`src/rtl/fsic_pkg.sv`:
```
// Types and constants of the frame sequence integrity checker.
`default_nettype none
package fsic_pkg;

    localparam int ID_W    = 29;
    localparam int LEN_W   = 4;
    localparam int PLD_W   = 64;
    localparam int SEQ_W   = 16;
    localparam int TOT_W   = 32;
    localparam int BYTE_W  = 8;
    localparam int WORD_W  = 2 * BYTE_W;
    localparam int NUM_LANES = 3;  // three 16-bit words cover bytes 0 to 5
    localparam int CFG_W   = ID_W;

    localparam logic [ID_W-1:0]  MATCH_ID_RESET = 29'h100;
    localparam logic [LEN_W-1:0] REQ_LEN_RESET  = 4'd8;

    typedef enum logic {
        CFG_MATCH_ID = 1'b0,
        CFG_REQ_LEN  = 1'b1
    } cfg_index_t;

    typedef enum logic [2:0] {
        VERDICT_IN_ORDER = 3'd0,
        VERDICT_GAP      = 3'd1,
        VERDICT_STALE    = 3'd2,
        VERDICT_CHECKSUM = 3'd3,
        VERDICT_BAD_ID   = 3'd4,
        VERDICT_BAD_LEN  = 3'd5
    } verdict_t;

    // Outcome of the stateless checks on one frame.
    typedef struct packed {
        logic id_ok;
        logic len_ok;
        logic sum_ok;
    } check_t;

endpackage
`default_nettype wire

```
`src/rtl/fsic_lane.sv`:
```
// One checksum lane: folds a 16-bit payload word into an 8-bit XOR.
`default_nettype none
module fsic_lane
    import fsic_pkg::*;
(
    input  wire logic [WORD_W-1:0] word,
    output logic      [BYTE_W-1:0] lane_xor
);

    assign lane_xor = word[WORD_W-1:BYTE_W] ^ word[BYTE_W-1:0];

endmodule
`default_nettype wire

```
`src/rtl/fsic_merge.sv`:
```
// Merging stage: combines the lane XORs and the identifier and length checks.
`default_nettype none
module fsic_merge
    import fsic_pkg::*;
(
    input  wire logic [NUM_LANES-1:0][BYTE_W-1:0] lane_xor,
    input  wire logic [BYTE_W-1:0]                sum_byte,
    input  wire logic [ID_W-1:0]                  frame_id,
    input  wire logic [LEN_W-1:0]                 frame_length,
    input  wire logic [ID_W-1:0]                  match_id,
    input  wire logic [LEN_W-1:0]                 required_length,
    output check_t                                check
);

    logic [BYTE_W-1:0] fold;

    always_comb
    begin
        fold = '0;
        for (int i = 0; i < NUM_LANES; i++)
        begin
            fold = fold ^ lane_xor[i];
        end
        check.id_ok  = (frame_id == match_id);
        check.len_ok = (frame_length == required_length);
        check.sum_ok = (fold == sum_byte);
    end

endmodule
`default_nettype wire

```
`src/rtl/fsic_tracker.sv`:
```
// Sequence tracker: holds the expected sequence and counters and the output register.
`default_nettype none
module fsic_tracker
    import fsic_pkg::*;
#(
    parameter int COUNTER_WIDTH = 32
)
(
    input  wire logic              clk,
    input  wire logic              rst_n,
    input  wire logic              s1_valid,
    input  wire check_t            s1_check,
    input  wire logic [SEQ_W-1:0]  s1_seq,
    output logic                   s1_take,
    output logic                   out_valid,
    input  wire logic              out_stall,
    output verdict_t               verdict,
    output logic      [SEQ_W-1:0]  gap_size,
    output logic      [SEQ_W-1:0]  frame_sequence,
    output logic      [SEQ_W-1:0]  next_expected,
    output logic      [TOT_W-1:0]  accepted_total,
    output logic      [TOT_W-1:0]  missed_total,
    output logic      [TOT_W-1:0]  checksum_error_total,
    output logic      [TOT_W-1:0]  stale_total,
    output logic      [TOT_W-1:0]  bad_id_total,
    output logic      [TOT_W-1:0]  bad_length_total
);

    localparam int CW = COUNTER_WIDTH;

    logic [SEQ_W-1:0] exp_reg, exp_next;
    logic [CW-1:0]    acc_reg, acc_next;
    logic [CW-1:0]    miss_reg, miss_next;
    logic [CW-1:0]    csum_reg, csum_next;
    logic [CW-1:0]    stale_reg, stale_next;
    logic [CW-1:0]    bad_id_reg, bad_id_next;
    logic [CW-1:0]    bad_len_reg, bad_len_next;
    logic             out_valid_reg, out_valid_next;
    verdict_t         verdict_reg, verdict_next;
    logic [SEQ_W-1:0] gap_reg, gap_next;
    logic [SEQ_W-1:0] seq_reg;
    logic [SEQ_W-1:0] diff;

    // The output register is free when empty or when its item leaves this cycle.
    assign s1_take = s1_valid && (!out_valid_reg || !out_stall);
    assign diff    = s1_seq - exp_reg;

    always_comb
    begin
        exp_next     = exp_reg;
        acc_next     = acc_reg;
        miss_next    = miss_reg;
        csum_next    = csum_reg;
        stale_next   = stale_reg;
        bad_id_next  = bad_id_reg;
        bad_len_next = bad_len_reg;
        gap_next     = '0;
        verdict_next = VERDICT_BAD_ID;
        priority if (!s1_check.id_ok)
        begin
            verdict_next = VERDICT_BAD_ID;
            bad_id_next  = bad_id_reg + CW'(1);
        end
        else if (!s1_check.len_ok)
        begin
            verdict_next = VERDICT_BAD_LEN;
            bad_len_next = bad_len_reg + CW'(1);
        end
        else if (!s1_check.sum_ok)
        begin
            verdict_next = VERDICT_CHECKSUM;
            acc_next     = acc_reg + CW'(1);
            csum_next    = csum_reg + CW'(1);
        end
        else if (s1_seq == exp_reg)
        begin
            verdict_next = VERDICT_IN_ORDER;
            acc_next     = acc_reg + CW'(1);
            exp_next     = exp_reg + SEQ_W'(1);
        end
        else if (s1_seq > exp_reg)
        begin
            verdict_next = VERDICT_GAP;
            acc_next     = acc_reg + CW'(1);
            gap_next     = diff;
            miss_next    = miss_reg + CW'(diff);
            exp_next     = s1_seq + SEQ_W'(1);
        end
        else
        begin
            verdict_next = VERDICT_STALE;
            acc_next     = acc_reg + CW'(1);
            stale_next   = stale_reg + CW'(1);
        end

        if (s1_take)
        begin
            out_valid_next = 1'b1;
        end
        else
        begin
            out_valid_next = out_valid_reg && out_stall;
        end
    end

    always_ff @(posedge clk or negedge rst_n)
    begin
        if (!rst_n)
        begin
            out_valid_reg <= 1'b0;
            exp_reg       <= '0;
            acc_reg       <= '0;
            miss_reg      <= '0;
            csum_reg      <= '0;
            stale_reg     <= '0;
            bad_id_reg    <= '0;
            bad_len_reg   <= '0;
        end
        else
        begin
            out_valid_reg <= out_valid_next;
            if (s1_take)
            begin
                exp_reg     <= exp_next;
                acc_reg     <= acc_next;
                miss_reg    <= miss_next;
                csum_reg    <= csum_next;
                stale_reg   <= stale_next;
                bad_id_reg  <= bad_id_next;
                bad_len_reg <= bad_len_next;
            end
        end
    end

    always_ff @(posedge clk)
    begin
        if (s1_take)
        begin
            verdict_reg <= verdict_next;
            gap_reg     <= gap_next;
            seq_reg     <= s1_seq;
        end
    end

    // The reported totals are the low bits of the counters, zero-extended when narrower.
    assign out_valid            = out_valid_reg;
    assign verdict              = verdict_reg;
    assign gap_size             = gap_reg;
    assign frame_sequence       = seq_reg;
    assign next_expected        = exp_reg;
    assign accepted_total       = TOT_W'(acc_reg);
    assign missed_total         = TOT_W'(miss_reg);
    assign checksum_error_total = TOT_W'(csum_reg);
    assign stale_total          = TOT_W'(stale_reg);
    assign bad_id_total         = TOT_W'(bad_id_reg);
    assign bad_length_total     = TOT_W'(bad_len_reg);

endmodule
`default_nettype wire

```
`src/rtl/frame_sequence_integrity_checker_unit.sv`:
```
// Top level of the frame sequence integrity checker.
//
//   channel   direction  handshake          payload
//   in        input      in_valid/in_stall  frame_id, frame_length, payload
//   out       output     out_valid/out_stall verdict, gap_size, frame_sequence,
//                                           next_expected, six totals
//   cfg       input      cfg_we             cfg_index, cfg_data
//
// One item is accepted per cycle while in_stall is low; each result passes both stages.
// Identifier, length and checksum checks run in a first register stage; the sequence
// compare and counter update run in the second, one item per cycle while not stalled.
// Reset clears the expected sequence, all counters and both valid flags.
// A stalled output holds its item; the input stalls only when both stages are full.
`default_nettype none
module frame_sequence_integrity_checker_unit
    import fsic_pkg::*;
#(
    parameter int COUNTER_WIDTH = 32
)
(
    input  wire logic              clk,
    input  wire logic              rst_n,
    input  wire logic              cfg_we,
    input  wire logic              cfg_index,
    input  wire logic [CFG_W-1:0]  cfg_data,
    input  wire logic              in_valid,
    output logic                   in_stall,
    input  wire logic [ID_W-1:0]   frame_id,
    input  wire logic [LEN_W-1:0]  frame_length,
    input  wire logic [PLD_W-1:0]  payload,
    output logic                   out_valid,
    input  wire logic              out_stall,
    output logic      [2:0]        verdict,
    output logic      [SEQ_W-1:0]  gap_size,
    output logic      [SEQ_W-1:0]  frame_sequence,
    output logic      [SEQ_W-1:0]  next_expected,
    output logic      [TOT_W-1:0]  accepted_total,
    output logic      [TOT_W-1:0]  missed_total,
    output logic      [TOT_W-1:0]  checksum_error_total,
    output logic      [TOT_W-1:0]  stale_total,
    output logic      [TOT_W-1:0]  bad_id_total,
    output logic      [TOT_W-1:0]  bad_length_total
);

    logic [ID_W-1:0]                  match_id_reg;
    logic [LEN_W-1:0]                 req_len_reg;
    logic [NUM_LANES-1:0][BYTE_W-1:0] lane_xor;
    check_t                           check;
    logic                             s1_valid_reg, s1_valid_next;
    check_t                           s1_check_reg;
    logic [SEQ_W-1:0]                 s1_seq_reg;
    logic                             s1_take;
    logic                             in_accept;
    verdict_t                         verdict_int;

    always_ff @(posedge clk or negedge rst_n)
    begin
        if (!rst_n)
        begin
            match_id_reg <= MATCH_ID_RESET;
            req_len_reg  <= REQ_LEN_RESET;
        end
        else if (cfg_we)
        begin
            unique case (cfg_index_t'(cfg_index))
                CFG_MATCH_ID: match_id_reg <= cfg_data;
                CFG_REQ_LEN:  req_len_reg  <= cfg_data[LEN_W-1:0];
                default:      match_id_reg <= match_id_reg;
            endcase
        end
    end

    // Bytes 0 to 5 are checked in three word lanes against byte 6.
    for (genvar g = 0; g < NUM_LANES; g++)
    begin : g_lane
        fsic_lane u_lane (
            .word     (payload[PLD_W-1-g*WORD_W -: WORD_W]),
            .lane_xor (lane_xor[g])
        );
    end

    fsic_merge u_merge (
        .lane_xor        (lane_xor),
        .sum_byte        (payload[PLD_W-1-6*BYTE_W -: BYTE_W]),
        .frame_id        (frame_id),
        .frame_length    (frame_length),
        .match_id        (match_id_reg),
        .required_length (req_len_reg),
        .check           (check)
    );

    assign in_stall  = s1_valid_reg && !s1_take;
    assign in_accept = in_valid && !in_stall;

    always_comb
    begin
        if (in_accept)
        begin
            s1_valid_next = 1'b1;
        end
        else
        begin
            s1_valid_next = s1_valid_reg && !s1_take;
        end
    end

    always_ff @(posedge clk or negedge rst_n)
    begin
        if (!rst_n)
        begin
            s1_valid_reg <= 1'b0;
        end
        else
        begin
            s1_valid_reg <= s1_valid_next;
        end
    end

    always_ff @(posedge clk)
    begin
        if (in_accept)
        begin
            s1_check_reg <= check;
            s1_seq_reg   <= payload[PLD_W-1 -: SEQ_W];
        end
    end

    fsic_tracker #(
        .COUNTER_WIDTH (COUNTER_WIDTH)
    ) u_tracker (
        .clk                  (clk),
        .rst_n                (rst_n),
        .s1_valid             (s1_valid_reg),
        .s1_check             (s1_check_reg),
        .s1_seq               (s1_seq_reg),
        .s1_take              (s1_take),
        .out_valid            (out_valid),
        .out_stall            (out_stall),
        .verdict              (verdict_int),
        .gap_size             (gap_size),
        .frame_sequence       (frame_sequence),
        .next_expected        (next_expected),
        .accepted_total       (accepted_total),
        .missed_total         (missed_total),
        .checksum_error_total (checksum_error_total),
        .stale_total          (stale_total),
        .bad_id_total         (bad_id_total),
        .bad_length_total     (bad_length_total)
    );

    assign verdict = verdict_int;

endmodule
`default_nettype wire

```
`config.mk`:
```
export PLATFORM = sky130hd
export DESIGN_NAME = frame_sequence_integrity_checker_unit
export DESIGN_NICKNAME = d
export VERILOG_FILES = /design/src/rtl/fsic_pkg.sv /design/src/rtl/fsic_lane.sv /design/src/rtl/fsic_merge.sv /design/src/rtl/fsic_tracker.sv /design/src/rtl/frame_sequence_integrity_checker_unit.sv
export SDC_FILE = /design/constraint.sdc
export NUM_CORES = 1
export LEC_CHECK = 0
export BUFFER_PORTS_ARGS = -buffer_cell sky130_fd_sc_hd__buf_2
export CORE_ASPECT_RATIO = 0.9
export CORE_UTILIZATION = 28
export CTS_CLUSTER_SIZE = 12
export DETAILED_ROUTE_END_ITERATION = 12
export PLACE_DENSITY_LB_ADDON = 0.15
export SLEW_MARGIN = 20
export SYNTH_ARGS = -nofsm -noshare
export SYNTH_HDL_FRONTEND = slang
export SYNTH_SLANG_ARGS = --single-unit
```
`constraint.sdc`:
```
create_clock -name clk -period 4.64 [get_ports clk]
set_clock_uncertainty 0.15 [all_clocks]
set_input_delay 1.16 -clock clk [delete_from_list [all_inputs] [get_ports clk]]
set_output_delay 1.16 -clock clk [all_outputs]
set_load 0.01 [all_outputs]
```
**Word level (Yosys, flattened, before mapping)**

Cells that the tools add are included.

- $add $sub $neg: 9
- Magnitude comparators: 1
- Equality and inequality tests: 4
- Multiplexer cells: 8
- Bitwise gates (word level): 11
- Reductions and logical operators: 21

Operator list:

| kind | number |
|---|---|
| 32-bit by 1-bit adder with 32-bit output, second input constant | 5 |
| 8-bit XOR | 5 |
| 16-bit by 1-bit adder with 16-bit output, second input constant | 2 |
| 32-bit by 16-bit adder with 32-bit output | 1 |
| 16-bit 2-to-1 mux | 2 |
| 29-bit == test | 1 |
| 16-bit == test | 1 |
| 16-bit greater-than comparator | 1 |
| 16-bit subtractor | 1 |
| 6-bit AND reduction | 2 |
| 8-bit == test | 1 |
| 2-bit AND reduction | 4 |
| 3-bit 2-to-1 mux | 2 |
| 1-bit inverter | 6 |
| 3-bit AND reduction | 2 |
| 5-bit AND reduction | 1 |
| 5-bit OR reduction | 1 |
| 4-bit == test | 1 |
| 1-bit logical AND | 4 |
| 1-bit zero test | 4 |
| 4-bit AND reduction | 1 |
| 1-bit 2-to-1 mux | 3 |
| 2-bit 2-to-1 mux | 1 |
| 2-bit nonzero test | 1 |
| 1-bit logical OR | 1 |

- Register bits: 297
- Bits of input ports: 132
- Output and inout bits: 245

**Depth between registers and ports, before layout**

- Depth in word-level cells: 8
- Mapped depth: 19

**By module**

A second synthesis with hierarchy kept.

- Cells, all modules: 1374
- Area, all modules: 15130.8 um2

By module, submodules not included:

| module | instances | cells an instance | area an instance (um2) | seq. area each (um2) |
|---|---|---|---|---|
| fsic_tracker | 1 | 1184 | 12420.7 | 6281.0 |
| frame_sequence_integrity_checker_unit | 1 | 95 | 1911.8 | 1423.9 |
| fsic_merge | 1 | 71 | 588.1 | 0.0 |
| fsic_lane | 3 | 8 | 70.1 | 0.0 |

**Worst setup path before layout**

No wires, ideal clock.

- Path type: register to register
- Start point: register u_tracker.exp_reg[2], in the netlist u_tracker.next_expected[2]
- End point: register u_tracker.miss_reg[26], in the netlist u_tracker.missed_total[26]
- Library setup time: 0.125 ns
- Arrival time: 3.876 ns
- Required time: 4.365 ns
- Setup slack: 0.488 ns
- Stages on the path, launching flop included: 17
- Path buffers: 2
- Period minus slack after synthesis: 4.152 ns
- Cell sequence: dfrtp_1 -> clkbuf_1 -> inv_1 -> ha_1 -> nand4_1 -> o221a_2 -> o21ai_0 -> mux2i_1 -> nand3_1 -> ha_1 -> clkbuf_1 -> a21oi_1 -> o211ai_1 -> a21oi_1 -> o31ai_1 -> nand4b_1 -> xnor2_1

RTL lines:

| element | RTL line | source |
|---|---|---|
| start, declared | fsic_tracker.sv:31 | `logic [SEQ_W-1:0] exp_reg, exp_next;` |
| start signal, assigned | fsic_tracker.sv:124 | `exp_reg <= exp_next;` |
| 16-bit subtractor | fsic_tracker.sv:46 | `assign diff = s1_seq - exp_reg;` |
| via u_tracker.diff[9] | fsic_tracker.sv:42 | `logic [SEQ_W-1:0] diff;` |
| 32-bit by 16-bit adder with 32-bit output | fsic_tracker.sv:86 | `miss_next = miss_reg + CW'(diff);` |
| end signal, assigned | fsic_tracker.sv:126 | `miss_reg <= miss_next;` |
| end, declared | fsic_tracker.sv:33 | `logic [CW-1:0] miss_reg, miss_next;` |

The timed path passes the listed nets, and every way through them passes these cells.
A chain may end at the register's enable or synchronous reset.

**Worst setup path in the final report**

- Start point: register s1_seq_reg[0]
- End point: register u_tracker.miss_reg[17], in the netlist u_tracker.missed_total[17]

RTL lines:

| element | RTL line | source |
|---|---|---|
| start, declared | frame_sequence_integrity_checker_unit.sv:51 | `logic [SEQ_W-1:0] s1_seq_reg;` |
| start signal, assigned | frame_sequence_integrity_checker_unit.sv:124 | `s1_seq_reg <= payload[PLD_W-1 -: SEQ_W];` |
| 16-bit subtractor | fsic_tracker.sv:46 |  |
| via u_tracker.diff[14] | fsic_tracker.sv:42 |  |
| 32-bit by 16-bit adder with 32-bit output | fsic_tracker.sv:86 |  |

The timed path passes the listed nets, and every way through them passes these cells.

==> metrics.txt <==
CP required 4.94 ns; metal1 wirelength 21100 um; hold buffers post-CTS 0; CP endpoint kind flop; post-synthesis mux area share 0.0423; vias in the first global route 11.8k; CP cell instances inv_1, ha_1, fa_1, nand2b_1, a211oi_4, o31ai_2, a21oi_2, o41ai_1, buf_4, xnor2_1, ha_1, a21oi_1, o21ai_0, or2_2, o311a_1, nand3_1, xnor2_1; Fmax 230 MHz; Crit Path Class flop to flop; Avg Inst Size Synth 11.0 um2; antenna violations before repair 1; net count after synthesis 1575; largest family of logic cells by synthesized area simple AND/OR/NAND/NOR gates; Final GP Congestion 0.829; Register Area 7700 um2; largest net degree at the start of global routing 90; top cells by area, synth dfrtp_1, edfxtp_1, xnor2_1; Reg2Reg Capture Point u_tracker.missed_total[17]; initial DRC count 538; # DRC 0; Die Y 225 um; end point of the critical path u_tracker.missed_total[17]; die area 56100 um2; final wirelength 45600 um; Reg clk slew, reported paths 0.06 ns; area growth from synthesis to layout 26.0%; root buf cell clkbuf_16; power density over cell area 427 nW/um2; Boundary Pins 377; CP peak stage delay 0.43 ns; first-pass GRT wire length 69500 um; CTS Buf Count 38; routed vias 12.1k; Crit. Startpoint s1_seq_reg[0]; most frequent cells in the layout buf_2, dfrtp_1, xnor2_1; Clk pwr share 0.347; crit path time final 4.36 ns; #FFs+latches synth 297; number of hold violations in the final report 0; WL met2 21000 um; ant diodes 0; CTS tree done; Cell Area, Synth 15400 um2; layout cells sized above 1 0.295; maximum VDD drop 0.214 mV; area leader, netlist dfrtp_1; Tot GR Track Use 0.159; Post-synth EDFFs 54; Gate power share 0.273; Starting Density 0.284; power share of the sequential group 0.380; post-DR wirelength/cell 18.0 um; DP Worst Slack 0.228 ns; synthesized instance count 1403; # rows 81; Rel. slew slack 0.415; setup TNS 0 ns; Netlist cell types 76; PortBufs 368; fin util 0.357; CTS Sinks 297; worst slew pin tran 0.875 ns; drt first pass iters 5; Clk Latency, worst-skew pair 0.54 ns; Pleak 9.25 nW; most common cell after layout, fill and taps aside buf_2; status finished, final reports clean; remaining antenna violation count 0; ys flop type dfrtp_1; max_cap viols 0; max layer used met4; Die X 249 um; Async S/R FF share, synth 0.818; fin crit share 0.939; worst reg2reg path startpoint s1_seq_reg[0]; Core Region 54400 um2; r2r worst-path depth 17; Synth top area share 0.391; Buf+Inv Stages, Crit Path 2; internal power 5.61 mW; Min-Delay Path Class flop to flop; met3 wire length 2400 um; HPWL after DPL 34600 um; Top delay family on crit path compound AO/OA/AOI/OAI gates; CP Data Arrival Time 4.66 ns; setup ws final 0.285 ns; Startpoint Class flop; Crit path depth 17; DR vias/cell 4.75; adder-cell share of the synthesized area 0.0334; Sw Ratio 0.325; H-tree Lvls 2; RSZ-0062 raised after global routing no; Synth Area in XOR/XNOR 0.158; # fillers 5596; sequential element share of the synthesized area 0.499; CP max-delay cell o311a_1; YS warnings 0; NetSw 2.70 mW; Pins Over Slew Limit 0; Max Root-Sink Buffers 3; total congestion overflow 0; simple-gate share of the synthesized area 0.172; setup slack, reg-to-reg 0.28 ns; Final nets 1979; Finish-stage setup viols 0; post-synthesis compound-gate area fraction 0.0735; CP Max Fanout 8; Multi-input gate area 7430 um2
==> cells by family (layout without fill, tap and decap cells) <==
family | count (synthesis) | count (layout)
buf+inv | 72 | 501
compound gates | 167 | 167
fa+ha+maj | 40 | 40
simple gates | 489 | 489
flops | 297 | 297
xor+xnor | 279 | 279
mux | 59 | 59
==> cells in the mapped netlist (42+ instances only) <==
master / n
mux2_2: 50
nand4_1: 55
edfxtp_1: 54
inv_1: 43
a21oi_1: 45
nand3_1: 76
nand2_1: 107
dfrtp_1: 241
xnor2_1: 175
and3_1: 42
nor2_1: 80
xor2_1: 104
==> worst min path at each step <==
stage | cells after the start | endpoint | startpoint
final | 1 | u_tracker.stale_total[31] | u_tracker.stale_total[31]
after CTS | 1 | u_tracker.stale_total[31] | u_tracker.stale_total[31]
after floorplan | 1 | u_tracker.out_valid | s1_valid_reg
after global routing | 1 | u_tracker.stale_total[31] | u_tracker.stale_total[31]
after detailed placement | 1 | u_tracker.stale_total[31] | u_tracker.stale_total[31]
after global placement | 1 | u_tracker.out_valid | s1_valid_reg
==> layer usage <==
| metal | global-route usage | up-vias |
|---|---|---|
| li1 | - | 5789 |
| met1 | 0.217 | 5896 |
| met2 | 0.249 | 298 |
| met3 | 0.0360 | 71 |
| met4 | 0.0484 | 0 |
| met5 | 0 | - |
==> through the flow <==
stage,area [um2],instances,power (mW),hold WS (ns)
4_1_cts,19400,2535,8.47,0.315
5_1_grt,19400,2537,8.83,0.343
6_report,19400,2537,8.31,0.307
3_5_place_dp,18200,2470,5.49,0.304
3_3_place_gp,18200,2470,5.46,0.299
2_1_floorplan,15400,1403,4.66,0.291
==> layout make-up <==
class,count,area share
Timing Repair Buffer,393,0.106
Clock buffer,57,0.0562
Sequential cell,297,0.396
Tap cell,705,0.0454
Multi-Input combinational cell,1034,0.382
Inverter,43,0.00830
Clock inverter,8,0.00521
==> power groups by stage <==
| stage | clock network [mW] | registers [mW] | logic (mW) |
|---|---|---|---|
| 2_1_floorplan | 0 | 3.23 | 1.43 |
| 3_3_place_gp | 0 | 3.20 | 2.27 |
| 3_5_place_dp | 0 | 3.21 | 2.29 |
| 4_1_cts | 3.01 | 3.16 | 2.30 |
| 5_1_grt | 3.10 | 3.20 | 2.54 |
| 6_report | 2.89 | 3.16 | 2.27 |
==> repair_timing <==
| item | 4_1_cts | 5_1_grt |
|---|---|---|
| setup buffers | 0 | 2 |
| endpoints found under the setup margin | 0 | 8 |
| hold endpoints to repair | 0 | 0 |
| gates resized for setup | 0 | 3 |
Note: power is estimated with default switching activity, not from simulation.
